$ cat config.mk
export PLATFORM = sky130hd
export DESIGN_NAME = tgi_ram
export DESIGN_NICKNAME = d
export VERILOG_FILES = /design/src/design/tgi_ram.sv
export SDC_FILE = /design/constraint.sdc
export NUM_CORES = 2
export LEC_CHECK = 0
export BUFFER_PORTS_ARGS = -buffer_cell sky130_fd_sc_hd__buf_2
export CAP_MARGIN = 25
export CORE_MARGIN = 1.5
export CORE_UTILIZATION = 40
export CTS_CLUSTER_DIAMETER = 30
export DETAILED_ROUTE_END_ITERATION = 12
export PLACE_DENSITY_LB_ADDON = 0.25
export SLEW_MARGIN = 20
export SYNTH_ARGS = -nofsm -noshare
export SYNTH_HDL_FRONTEND = slang
export SYNTH_SLANG_ARGS = --single-unit
$ cat constraint.sdc
create_clock -name clk -period 3.9 [get_ports clk]
set_input_delay 0.975 -clock clk [delete_from_list [all_inputs] [get_ports clk]]
set_output_delay 0.975 -clock clk [all_outputs]
set_load 0.02 [all_outputs]
$ cat src/design/tgi_ram.sv
// ----------------------------------------------------------------------------
// tgi_ram: generic simple dual-port RAM
// One write port and one read port; read data is registered.
// ----------------------------------------------------------------------------
`default_nettype none

module tgi_ram #(
  parameter int WIDTH = 32,
  parameter int DEPTH = 64,
  localparam int AW = $clog2(DEPTH)
) (
  input  wire logic             clk,
  input  wire logic             we,
  input  wire logic [AW-1:0]    waddr,
  input  wire logic [WIDTH-1:0] wdata,
  input  wire logic [AW-1:0]    raddr,
  output logic      [WIDTH-1:0] rdata
);

  logic [WIDTH-1:0] mem [DEPTH];

  // Write port and registered read port.
  always_ff @(posedge clk) begin
    if (we) begin
      mem[waddr] <= wdata;
    end
    rdata <= mem[raddr];
  end

endmodule

`default_nettype wire

==> reports/results.txt <==
Yosys warnings: 0
PostCTS Resize Cnt: 0
Clock-pin slew on the worst setup and hold paths: 50 ps
Port Buffer Count: 77
Core footprint: 0.1950 mm²
CP max stage cell: o22ai_1
Number of remaining DRC errors: 0
Synth Area per Inst: 23.62 µm²
Starting density of the core: 40.27%
Endpoints failing setup: 0
Slew Viols, Final: 0
Syn nets: 3370
PD cells: 634.2 mW/mm²
Leading post-synthesis cells by cell area: edfxtp_1 (78%), mux4_2 (16%), mux2i_1 (1.2%), dfxtp_1 (0.82%), o22ai_1 (0.67%)
Final weighted congestion in routability-driven placement: 0.7972
DRT Pass-1 Iters: 7
Total GRT Usage: 21.71%
Die Wd: 446.0 µm
Gr ovfl total: 0
WL per Instance: 31.11 µm
Largest net degree at the start of global routing: 65
Cell area after synthesis: 0.07852 mm²
Detailed-route via count: 39040
Filler cells: 15250
Row count: 162
Max-slew headroom: 28.73%
Initial antenna violation count: 15
Most frequent cells in the layout: edfxtp_1 (2048), mux4_2 (544), clkbuf_16 (426), buf_4 (224), mux2i_1 (93)
Ports: 78
Min Tclk post-route: 3119 ps
Fin worst setup slack: 780.7 ps
Clk Latency, worst-skew pair: 970 ps
Clk buf depth: 4
Data arrival, critical path: 3850 ps
Commonest non-fill, non-tap cell in the layout: edfxtp_1
Clk Tree Root Cell: clkbuf_16
Asr flop ratio synth: 0%
FF+latch area: 0.06214 mm²
Layout overhead on the synthesized area: 26.08%
Vias in the first global route: 40600
Critical Path RT: 4630 ps
First-pass GRT wire length: 303700 µm
Placed cell areas: 0.08478 mm²
Die area: 0.1990 mm²
Final Instance Area: 0.09899 mm²
Total Wirelength: 214500 µm
Status: finished, final reports clean
Area share of the largest cell type after synthesis: 78.33%
CP endpoint kind: flop
Place WS: -204.6 ps
WS Path Type: primary input to flop
Worst Tran Pin Value: 1069 ps
Vias per std cell: 5.661
Hold_buf cts: 0
Max Cap Viol: 0
Max incr delay on CP: 690 ps
Min-Delay Path Class: primary input to flop
DR iter-0 viols: 4121
Area leader, netlist: edfxtp_1
Hpwl dp: 121400 µm
Die Y: 446.0 µm
Share of cells above drive strength 1: 38.54%
Multi-input logic area: 0.01598 mm²
Post-Route Skew: 80.62 ps
Cells after synthesis: 3324
TritonCTS Buffers: 420
Yosys cell types: 34
Post-synth EDFFs: 2048
Sink Count: 2080
DRT antenna net count: 0
Final Hold Fails: 0
Final net count: 3969
RSZ-0062 raised after global routing: no
Seq/Total Area, Yosys: 79.14%
Worst setup SP type: primary input
Critical path fanouts, max: 34
VDD IR-drop max: 0.0003775 V
CP cell instances: buf_8 -> buf_12 -> buf_12 -> mux4_2 -> mux4_2 -> o22ai_1 -> nor2_1
Yosys reg bits: 2080
Prevailing post-synth register cell: edfxtp_1
H-Tree Depth: 5
Fmax: 320.6 MHz
Pleak: 0.03220 µW
Crit share post-route: 79.98%
CTS tree: built
Postcts setup bufs: 0
## sequential cells by signal (all words and copies together), names as in the netlist
signal / flops
mem: 2048
rdata: 32
## kinds of logic after synthesis
kind of cell	count (synthesis)	synth area share, %
multiplexers	637	16.79
AO/OA/AOI/OAI	202	1.673
buffers and inverters	182	1.128
flip-flops	2080	79.14
AND/OR/NAND/NOR	223	1.265
## report_power, final
part           total [µW]  switching [µW]  internal, µW
combinational        2430            1490           947
clock               35400           11500         24000
sequential          24900             116         24800
## worst paths after layout
path | start | end | slack [ps] | cells past startpoint
setup / recovery | raddr[0] | rdata[24] | 780 | 7
hold / removal | wdata[11] | mem[56][11] | 470 | 1
setup reg to reg | mem[27][24] | rdata[24] | 1340 | 4
hold reg to reg | mem[12][8] | rdata[8] | 780 | 4
## cell type report
type / count / share of cell area (%)
well taps: 2624 / 3.317
clock buffers: 494 / 11.16
diodes: 5 / 0.01264
flip-flops and latches: 2080 / 62.77
multi-input cells: 1062 / 16.14
clock inverters: 271 / 3.145
repair buffers: 359 / 3.449
## routing by layer
metal  track usage [%]  part of all wire [%]  vias to the layer above
met5                 0                 0.012                        -
met4             7.514                   3.1                        4
met3             4.367                   7.0                      342
met2             34.52                    48                     1695
met1             29.96                    42                    21300
li1                  -                     -                    15700
## synth_stat cells (12+ instances only)
cell type,count
a21oi_1,62
a22oi_1,12
buf_1,21
buf_2,57
buf_4,25
clkbuf_1,74
dfxtp_1,32
edfxtp_1,2048
mux2i_1,93
mux4_2,544
nand2_1,26
nor2_1,137
nor2b_1,15
o221ai_1,27
o22ai_1,84
## critical path: cells and delay by family
kind	cells	cell delay, ps
and+or+nand+nor	1	280
muxes	2	1050
AOI/OAI and AO/OA	1	690
buffers and inverters	3	780
## per-stage QoR
step                total power [µW]  setup TNS [ps]  util [%]  std cells  hold WS [ps]
finish                         62780               0     50.77       6895         473.5
CTS                            63210               0     50.74       6889         470.5
global route                   64450               0     50.76       6890         436.4
detailed placement             27800          -383.3     43.48       6124         765.3
floorplan                      26530               0         -       3324         663.2
global placement               27750          -473.8     43.37       6114         756.8
No activity file was read; power rests on OpenSTA's default activity.
