--- src/design/tgi_pkg.sv ---
// ----------------------------------------------------------------------------
// tgi_pkg: shared types and constants of the triangular grid interpolator
// Beat layouts of both channels, request codes, sequencer states and the
// fixed widths of the fixed-point datapath.
// ----------------------------------------------------------------------------
`default_nettype none

package tgi_pkg;

  // Widths fixed by the field formats.
  localparam int VAL_W       = 32;   // signed fixed-point values
  localparam int DIFF_W      = 33;   // difference of two values
  localparam int CNT_W       = 7;    // line count registers
  localparam int IDX_W       = 6;    // index fields of a write beat
  localparam int RATIO_W     = 31;   // saturated ratio, +-2^29
  localparam int RATIO_SHIFT = 29;   // ratio limit is 2^RATIO_SHIFT
  localparam int LO_W        = 17;   // low slice of a split multiplier operand
  localparam int HI_W        = DIFF_W - LO_W;
  localparam int PROD_W      = 2 * DIFF_W;
  localparam int SUM_W       = PROD_W + 2;

  localparam logic [CNT_W-1:0] COUNT_RESET = 7'd64;

  // Configuration register indexes.
  localparam logic CFG_X_COUNT = 1'b0;
  localparam logic CFG_V_COUNT = 1'b1;

  // Last step of the corner fetch sequence.
  localparam logic [2:0] FETCH_LAST = 3'd4;

  // Request codes.
  typedef enum logic [1:0] {
    REQ_X_LINE = 2'd0,
    REQ_V_LINE = 2'd1,
    REQ_TABLE  = 2'd2,
    REQ_QUERY  = 2'd3
  } req_type_t;

  // Sequencer states.
  typedef enum logic [2:0] {
    ST_IDLE,
    ST_SCAN,
    ST_FETCH,
    ST_DIV_X,
    ST_DIV_V,
    ST_MUL,
    ST_SUM
  } state_t;

  typedef struct packed {
    logic [1:0]              req_type;
    logic [IDX_W-1:0]        x_index;
    logic [IDX_W-1:0]        v_index;
    logic signed [VAL_W-1:0] write_value;
    logic signed [VAL_W-1:0] query_x;
    logic signed [VAL_W-1:0] query_v;
    logic                    query_last;
  } in_item_t;

  typedef struct packed {
    logic signed [VAL_W-1:0] interp_value;
    logic                    out_of_grid;
    logic                    result_last;
  } out_item_t;

endpackage

`default_nettype wire

--- src/design/tgi_div.sv ---
// ----------------------------------------------------------------------------
// tgi_div: saturating fixed-point ratio divider
// Computes num * 2^FRAC_BITS / den truncated toward zero and saturated to
// +-2^29 (zero for a zero divisor), one quotient bit per cycle after an overflow check on start.
// ----------------------------------------------------------------------------
`default_nettype none

module tgi_div
  import tgi_pkg::*;
#(
  parameter int FRAC_BITS = 16
) (
  input  wire logic                       clk,
  input  wire logic                       rst,
  input  wire logic                       start,
  input  wire logic signed [DIFF_W-1:0]   num,
  input  wire logic signed [DIFF_W-1:0]   den,
  output logic                            done,
  output logic signed [RATIO_W-1:0]       ratio
);

  localparam int RW = DIFF_W + RATIO_SHIFT + 2;
  localparam int IW = RATIO_SHIFT + 1;
  localparam int CW = $clog2(IW);

  logic          busy;
  logic [CW-1:0] cnt;
  logic [RW-1:0] rem;
  logic [RW-1:0] ds;
  logic [IW-1:0] q;
  logic          neg;
  logic          dz;
  logic          ovf;

  logic [DIFF_W-1:0] num_mag;
  logic [DIFF_W-1:0] den_mag;
  logic [RW-1:0]     rem_init;
  logic              step_ge;
  logic [IW-1:0]     limit;
  logic [IW-1:0]     mag;

  // Operand magnitudes and the scaled dividend.
  assign num_mag  = num[DIFF_W-1] ? DIFF_W'(-num) : DIFF_W'(num);
  assign den_mag  = den[DIFF_W-1] ? DIFF_W'(-den) : DIFF_W'(den);
  assign rem_init = RW'(num_mag) << FRAC_BITS;
  assign step_ge  = rem >= ds;

  // Restoring division, one quotient bit per cycle.
  always_ff @(posedge clk) begin
    if (rst) begin
      busy <= 1'b0;
      done <= 1'b0;
    end else begin
      done <= 1'b0;
      if (start) begin
        busy <= 1'b1;
        cnt  <= '0;
        rem  <= rem_init;
        ds   <= RW'(den_mag) << RATIO_SHIFT;
        q    <= '0;
        neg  <= num[DIFF_W-1] ^ den[DIFF_W-1];
        dz   <= (den == '0);
        ovf  <= rem_init >= (RW'(den_mag) << (RATIO_SHIFT + 1));
      end else if (busy) begin
        if (step_ge) begin
          rem <= rem - ds;
        end
        q   <= {q[IW-2:0], step_ge};
        ds  <= ds >> 1;
        cnt <= cnt + 1'b1;
        if (cnt == CW'(IW - 1)) begin
          busy <= 1'b0;
          done <= 1'b1;
        end
      end
    end
  end

  // Saturate and apply the sign.
  assign limit = IW'(1) << RATIO_SHIFT;
  assign mag   = (ovf || (q > limit)) ? limit : q;

  always_comb begin
    if (dz) begin
      ratio = '0;
    end else if (neg) begin
      ratio = -RATIO_W'(mag);
    end else begin
      ratio = RATIO_W'(mag);
    end
  end

endmodule

`default_nettype wire

--- config.mk ---
export PLATFORM = sky130hd
export DESIGN_NAME = tgi_div
export DESIGN_NICKNAME = d
export VERILOG_FILES = /design/src/design/tgi_pkg.sv /design/src/design/tgi_div.sv
export SDC_FILE = /design/constraint.sdc
export NUM_CORES = 1
export LEC_CHECK = 0
export BUFFER_PORTS_ARGS = -buffer_cell sky130_fd_sc_hd__buf_4
export CORE_UTILIZATION = 25
export CTS_CLUSTER_SIZE = 10
export DETAILED_ROUTE_END_ITERATION = 6
export GPL_TIMING_DRIVEN = 0
export PLACE_DENSITY = 0.49
export SYNTH_ARGS = -nofsm -noshare
export SYNTH_HDL_FRONTEND = slang
export SYNTH_SLANG_ARGS = --single-unit
export TNS_END_PERCENT = 30
--- constraint.sdc ---
create_clock -name clk -period 12.2 [get_ports clk]
set_clock_uncertainty 0.15 [all_clocks]
set_input_delay 1.83 -clock clk [delete_from_list [all_inputs] [get_ports clk]]
set_output_delay 1.83 -clock clk [all_outputs]
set_load 0.03 [all_outputs]
==> results of run 1 <==
[critical path, cell delays in order]
cell and delay (ns):
sky130_fd_sc_hd__buf_4 0.13, sky130_fd_sc_hd__inv_1 0.08, sky130_fd_sc_hd__ha_1 0.24, sky130_fd_sc_hd__or4b_2 0.67, sky130_fd_sc_hd__nor2_1 0.23, sky130_fd_sc_hd__nand3_1 0.14, sky130_fd_sc_hd__or4_1 0.49, sky130_fd_sc_hd__nand2b_1 0.25
sky130_fd_sc_hd__o41ai_1 0.41, sky130_fd_sc_hd__xnor2_1 0.20, sky130_fd_sc_hd__ha_1 0.33, sky130_fd_sc_hd__nand4_1 0.13, sky130_fd_sc_hd__nor2_1 0.28, sky130_fd_sc_hd__nand4_1 0.13, sky130_fd_sc_hd__nor4bb_1 0.30, sky130_fd_sc_hd__a31oi_1 0.20
sky130_fd_sc_hd__o21ai_0 0.21, sky130_fd_sc_hd__or4b_1 0.49, sky130_fd_sc_hd__nor3_2 0.42
[layout by cell type (no fill, tap or decap), drive strengths merged, types with 30 or more instances in the layout]
cell | synthesis | routed
nor2 | 207 | 207
edfxtp | 164 | 164
a21oi | 153 | 153
nand2 | 146 | 146
buf | 6 | 117
o21ai | 95 | 95
inv | 87 | 91
ha | 87 | 87
clkbuf | 67 | 85
xnor2 | 68 | 68
xor2 | 66 | 66
nor2b | 43 | 43
nand3 | 37 | 37
a21o | 36 | 36
nand4 | 30 | 30
[flip-flops by register name, summed over array words and instances (netlist names)]
name,cells
rem,64
ds,62
q,30
cnt,5
busy,1
done,1
dz,1
neg,1
ovf,1
[final timing paths]
path | endpoint | slack (ns) | cells after the start | from
worst max-delay path | ovf | 5.07 | 19 | num[0]
worst min-delay path | done | 0.40 | 2 | busy
worst max register to register | rem[24] | 7.19 | 16 | ds[0]
worst min register to register | done | 0.40 | 2 | busy
[cells by family after synthesis]
family                   count (synthesis)  synth area share
AND/OR/NAND/NOR                        596            0.2120
XOR/XNOR                               134           0.08748
buffers and inverters                  161           0.04635
multiplexers                             9          0.007181
adder cells (fa/ha/maj)                 88           0.08263
flip-flops                             166            0.3700
AO/OA/AOI/OAI                          424            0.1944
[routing by layer]
layer,vias to the layer above,GRT usage
li1,5970,-
met1,5676,0.2016
met2,217,0.2528
met3,25,0.01672
met4,0,0.04241
met5,-,0
[cell type report]
class | instances | area share
Buffer | 73 | 0.01845
Tap cell | 688 | 0.05447
Clock inverter | 14 | 0.01243
Clock buffer | 18 | 0.02779
Inverter | 88 | 0.02090
Multi-Input combinational cell | 1251 | 0.4964
Sequential cell | 166 | 0.3141
Timing Repair Buffer | 111 | 0.05542
[power by group through the flow]
stage / combinational, W / clock (W) / sequential, W
detailed placement: 0.000656 / 0 / 0.000741
global route: 0.000741 / 0.000630 / 0.000735
global placement: 0.000643 / 0 / 0.000751
finish: 0.000662 / 0.000601 / 0.000729
floorplan: 0.000469 / 0 / 0.000738
CTS: 0.000661 / 0.000615 / 0.000729
[per-stage QoR]
step,area [um2],utilization
5_1_grt,15800,0.2995
3_3_place_gp,15010,0.2846
4_1_cts,15800,0.2995
2_1_floorplan,13420,-
6_report,15800,0.2995
3_5_place_dp,15170,0.2875
==> results, run 1 <==
- The routed layout has 11890 vias.
- The count of buffers added by post-CTS timing repair for setup is 0.
- In the synthesized netlist the async set-or-reset flop fraction comes to 0.
- The switching portion of total power is 0.3454.
- Prior to clock tree synthesis, the placed netlist has a worst setup slack of approximately 4.5 ns.
- Of all nets on the critical path, the largest fanout is 5.
- The via count of the first global-routing pass is around 12000.
- The last weighted congestion value of the routability-driven placer is between 0.8 and 0.9.
- The startpoint type of the worst setup path is an input port.
- The source-to-sink clock delay at the later pin of the worst-skew pair is 0.46 ns.
- The number of placement rows is 84.
- The buffer type at the clock tree root is sky130_fd_sc_hd__clkbuf_16.
- The leakage power of the design is around 6.1 nW.
- STA puts the critical path data required time at 12.26 ns.
- The repair_antennas step left the layout with diodes totalling 0.
- In the synthesized netlist the dominant register cell turns out to be sky130_fd_sc_hd__edfxtp_1.
- The most instantiated library cell after synthesis is sky130_fd_sc_hd__nor2_1.
- The switching power is just under 0.0007 W.
- The number of distinct library cells after synthesis is slightly above 70.
- The overflow left after global routing is 0.
- In this run the remaining antenna-violating nets after routing total 0.
- The number of hold-slack violations in the final timing report is 0.
- The initial antenna violation count is 0.
- The number of synthesized flops with an enable pin is approximately 160.
- Setup total negative slack on the finished layout was measured at 0 ns.
- The clock-pin slew on the worst setup and hold paths is approximately 0.08 ns.
- Buffers placed on the I/O ports in this run total 98.
- After synthesis, the cell types taking the most area are sky130_fd_sc_hd__edfxtp_1 37%, sky130_fd_sc_hd__ha_1 8.1%, sky130_fd_sc_hd__nor2_1 5.8%.
- The number of pins with negative max-slew slack in the final report is 0.
- The layout overhead on the synthesized area is 17.79%.
- The total routed wirelength is about 41000 um.
- Based on the critical path, the design can be clocked at up to ~140 MHz.
- Across the VDD grid, the largest voltage drop is around 0.11 mV.
- The number of synthesized register bits is 166.
- The arrival time at the worst endpoint is between 7 and 8 ns.
- The final-layout fill cell count is approximately 5800.
- The tool flagged a number of max-cap violations equal to 0.
- For this design, the CTS-stage hold fixing added 0 buffers.
- The total track usage is 0.1503.
- The flow ran to the end, but the final reports show violations.
- In this run the vertical extent of the chip is around 230 um.
- The detailed router finished its first iteration with around 740 violations.
- The CTS tree is done.
- The post-synthesis area per instance is between 8 and 9 um2.
- The die covers 0.05460 mm2.
- After detailed routing, the average wire length per cell comes to about 17 um.
- Detailed routing placed a total of approximately 20000 um of wire on met2.
- The share of layout cells above drive strength 1 is 0.1011.
- The worst setup path is captured at a register.
- The kind of critical path is in -> reg.
- The first detailed-routing pass took 7 iterations.
- The non-filler instance count after layout is 2409.
- The share of total power dissipated in the clock network is 0.302.
- The part of the total power dissipated in combinational logic is 0.332.
- The share of the clock period used by the worst path after layout is 0.5841.
- The checks that failed: design-rule violations.
- The initial core utilization is 0.2543.
- Setup slack closes at about 5.1 ns.
- The combined area of the multi-input logic cells is between 0.007 and 0.008 mm2.
- The first global-routing pass estimated approximately 64000 um of wire.
- The detailed placement HPWL is around 32000 um.
- The H-tree was split into 4 levels.
- The cell count after synthesis is 1578.
- Of the synthesized area, sequential elements account for 0.3700.
- The die outline width is 233.7 um.
- Dividing the detail-routed via count by the number of cells gives around 4.9.
- The number of warnings issued by yosys is 0.
- The number of nets in the finished design is roughly 1900.
- The biggest area consumer among synthesized cells is sky130_fd_sc_hd__edfxtp_1.
- The number of failing setup endpoints in the final timing report is 0.
- After synthesis, the most frequently instantiated cells are 207 x sky130_fd_sc_hd__nor2_1, 164 x sky130_fd_sc_hd__edfxtp_1, 153 x sky130_fd_sc_hd__a21oi_1.
- No sink is reached through more buffers than the 2 on the longest clock path.
- The share of total power dissipated in sequential elements is 0.366.
- Subtracting the final worst setup slack from the clock period gives around 7.1 ns.
- After layout, the design draws a total of between 0.0015 and 0.002 W.
- The total DRC errors in the routed layout is 12.
- The number of top-level pins is 101.
- The number of placed instances, taps included, is between 2000 and 2500.
- The number of clock buffers added by TritonCTS is 17.
- The final hold slack is about 0.4 ns.
- The net count after synthesis is between 1500 and 2000.
- The footprint of the flip-flops and latches is approximately 0.0050 mm2.
- The kind of path behind the tightest hold check is reg -> reg.
- The post-cts repair resize count is 0.
- In this run the cell area of the synthesized design comes to around 0.013 mm2.
- For this block, wires on met1 add up to ~19000 um.
- The standard cell core area is roughly 0.053 mm2.
- The highest metal layer carrying signal wires in the routed design is met4.
- The share of the synthesized area in the top cell type is 0.3671.
- Dividing total power by cell area gives a power density of 126.0 mW/mm2.
- The transition at the pin with the smallest max-transition slack is between 0.9 and 1 ns.
- The total number of clock tree sinks is roughly 170.
- Internal power comes to about 0.0013 W.
- Detailed routing placed a total of 1299 um of wire on met3.
- The worst pin sits at a relative slew slack of 0.3569.
- Setup repair after global routing left no endpoint under its margin.
- Entering global routing, the biggest net connects 34 pins.
Note: power is estimated with default switching activity, not from simulation.
==> run 2, diff against run 1 <==
PLACE_DENSITY = 0.5   (was 0.49)
clock period = 6.15 ns   (was 12.2 ns; I/O delays follow)
==> run 2 against run 1 <==
Effect of this change: the run now ends clean; routed wire length decreased by 0.45%; clock-buffer cell count is 1 higher; first-iteration DRC count down 2.4%; critical path type unchanged; largest power group unchanged.
==> results, run 2 (synthesized netlist as in run 1, its figures left out) <==
- The buffer type at the clock tree root is sky130_fd_sc_hd__clkbuf_16 (unchanged).
- The clock period could shrink to about 6 ns.
- Outcome: finished clean (was complete, but fails checks).
- The total non-filler cell area in the finished layout is 0.01581 mm2 (was 0.01580 mm2).
- The most frequent standard cell in the layout excluding fill and tap cells is sky130_fd_sc_hd__nor2_1 (unchanged).
- The required time at the worst-slack endpoint was 6.26 ns (was 12.26 ns).
- The detailed placement HPWL is 32180 um (was 32410 um).
- The total clock buffers created by CTS is 17 (unchanged).
- The routed length on met2 was 18940 um (was 19420 um).
- The standard cell core area is 0.05276 mm2 (unchanged).
- The kind of path behind the tightest hold check is reg -> reg (unchanged).
- In the finished design, the share of the clock period the worst path needs comes to 0.9554.
- The via count of the first global-routing pass came to 11770 (was 11700).
- The leakage power of the design is 6.070 nW (was 6.062 nW).
- Based on the critical path, the design can be clocked at up to ~170 MHz.
- The average wire length per cell after detail routing was 16.83 um (was 16.88 um).
- The layout overhead on the synthesized area is 17.85% (was 17.79%).
- The die area was 0.05460 mm2 (unchanged).
- The total number of clock tree sinks was 166 (unchanged).
- The largest net degree at the start of global routing is 34 (unchanged).
- RSZ-0062 raised after global routing: no (unchanged).
- The nature of the critical path endpoint is a register (unchanged).
- The total via count after detailed routing is 11940 (was 11890).
- The deepest level of the CTS H-tree was 4 (unchanged).
- The total negative slack is 0 ns (unchanged).
- The number of vias per cell is 4.966 (was 4.935).
- The number of flip-flops in the largest register is 64 (unchanged).
- The most flop-heavy register was rem (unchanged).
- The total routed wire length on the met1 layer was 19430 um (was 19440 um).
- The total DRC errors in the routed layout is 0 (was 12).
- Most frequent cells in the layout: 204 x sky130_fd_sc_hd__nor2_1, 164 x sky130_fd_sc_hd__edfxtp_1, 153 x sky130_fd_sc_hd__a21oi_1 (was 206 x sky130_fd_sc_hd__nor2_1, 164 x sky130_fd_sc_hd__edfxtp_1, 153 x sky130_fd_sc_hd__a21oi_1).
- The number of buffers on the longest clock path is 2 (unchanged).
- The height of the die is 233.7 um (unchanged).
- The power density over cell area is 247.2 mW/mm2 (was 126.0 mW/mm2).
- The remaining antenna violation count is 0 (unchanged).
- The total length of routed met3 wires is 1289 um (was 1299 um).
- The top layer reached by signal wires is met4 (unchanged).
- The quantity of I/O buffers inserted on ports is 98 (unchanged).
- The remaining max-slew budget at the tightest pin is 0.3428 (was 0.3569).
- The kind of critical path is in -> reg (unchanged).
- The die outline width is 233.7 um (unchanged).
- The detailed-router iteration count before antenna repair was 7 (unchanged).
- The CTS tree is done (unchanged).
- The transition at the pin with the smallest max-transition slack is 0.9767 ns (was 0.9558 ns).
- The overflow left after global routing is 0 (unchanged).
- The number of hold-slack violations in the final timing report is 0 (unchanged).
- The hold-critical path depth is 2 (unchanged).
- The max-cap violation count came to 0 (unchanged).
- Largest registers: rem (64), ds (62), q (30) (unchanged).
- The number of failing setup endpoints in the final timing report was 0 (unchanged).
- The arrival time at the worst endpoint was 5.99 ns (was 7.19 ns).
- The initial antenna violation count is 1 (was 0).
- The last weighted congestion value of the routability-driven placer is 0.8735 (was 0.8677).
- The depth of the worst register-to-register path was 14 (was 16).
- The number of top-level pins was 101 (unchanged).
- The count of buffers added by post-CTS timing repair for setup is 0 (unchanged).
- The share of layout cells above drive strength 1 is 0.1008 (was 0.1011).
- The initial core utilization came to 0.2543 (unchanged).
- The post-place instance area came to 0.01517 mm2 (about the same).
- The wire length of the first global-routing pass is 64890 um (was 64270 um).
- The number of pins with negative max-slew slack in the final report is 0 (unchanged).
- The startpoint type of the worst setup path is an input port (unchanged).
- The total track usage was 0.1516 (was 0.1503).
- The maximum fanout along the worst path was 5 (unchanged).
- The number of nets in the finished design was 1860 (was 1865).
- The number of placement rows is 84 (unchanged).
- The clock-pin slew on the worst setup and hold paths came to 0.07 ns (was 0.08 ns).
- The count of routing violations after the opening detailed-route iteration is 720 (was 738).
- The largest voltage drop on the vdd net is 0.2146 mV (was 0.1091 mV).
- The total routed wirelength was 40470 um (was 40650 um).
- The source-to-sink clock delay at the later pin of the worst-skew pair came to 0.46 ns (about the same).
## run 2: final cells by class
class	count	area, um2
fillers	5646	36950
plain buffers	73	291.5
clock inverters	13	168.9
inverters	88	330.3
flip-flops and latches	166	4965
multi-input cells	1251	7886
clock buffers	19	442.9
well taps	688	860.8
diodes	1	2.502
repair buffers	106	863.3
## run 2: where the power goes
part / internal [W] / total, W / switching [W] / leakage [nW]
clock network: 0.000656 / 0.00115 / 0.000497 / 0.299
logic: 0.000498 / 0.00131 / 0.000812 / 4.17
registers: 0.00139 / 0.00145 / 0.0000519 / 1.60
total: 0.00255 / 0.00391 / 0.00136 / 6.07
## run 2: worst paths after layout
path / startpoint / to / slack, ns
max reg2reg: rem[17] / rem[22] / 1.34
min reg2reg: ds[14] / ds[13] / 0.40
min: ds[14] / ds[13] / 0.40
max: num[0] / ovf / 0.27
## run 2: critical path, stage by stage
cell and delay, ns:
sky130_fd_sc_hd__buf_4 0.13, sky130_fd_sc_hd__inv_1 0.07, sky130_fd_sc_hd__ha_1 0.23, sky130_fd_sc_hd__or4b_2 0.68
sky130_fd_sc_hd__nor2_2 0.18, sky130_fd_sc_hd__nand3_1 0.12, sky130_fd_sc_hd__or4_1 0.50, sky130_fd_sc_hd__nand2b_1 0.27
sky130_fd_sc_hd__o41ai_2 0.35, sky130_fd_sc_hd__xnor2_1 0.19, sky130_fd_sc_hd__ha_1 0.33, sky130_fd_sc_hd__nand4_1 0.15
sky130_fd_sc_hd__nor2_2 0.22, sky130_fd_sc_hd__nand4_1 0.11, sky130_fd_sc_hd__nor4bb_1 0.32, sky130_fd_sc_hd__a31oi_1 0.19
sky130_fd_sc_hd__o21ai_0 0.19, sky130_fd_sc_hd__or4b_1 0.53, sky130_fd_sc_hd__nor3_4 0.31
## run 2: repair_timing
action                                  4_1_cts  5_1_grt
endpoints found under the setup margin        1        1
gates resized for setup                       2        4
pin swaps                                     0        0
cloned                                        0        0
hold buffers                                  0        0
## run 2: routing by layer
layer  GRT usage  up-vias
li1            -     5967
met4     0.05012        0
met3     0.01648       44
met2      0.2528      264
met5           0        -
met1      0.2027     5669
## run 2: per-stage QoR
| step | worst slack (ns) | cells | hold slack, ns | utilization | total power (W) |
|---|---|---|---|---|---|
| after floorplan | -0.1546 | 1578 | 0.3694 | - | 0.002393 |
| after global placement | -2.682 | 2364 | 0.3867 | 0.2849 | 0.002758 |
| after detailed placement | -0.6181 | 2372 | 0.3899 | 0.2875 | 0.002770 |
| after CTS | 0.02678 | 2404 | 0.4044 | 0.2992 | 0.003934 |
| after global routing | 0.05040 | 2404 | 0.4318 | 0.2996 | 0.004146 |
| final | 0.2742 | 2405 | 0.3993 | 0.2997 | 0.003909 |
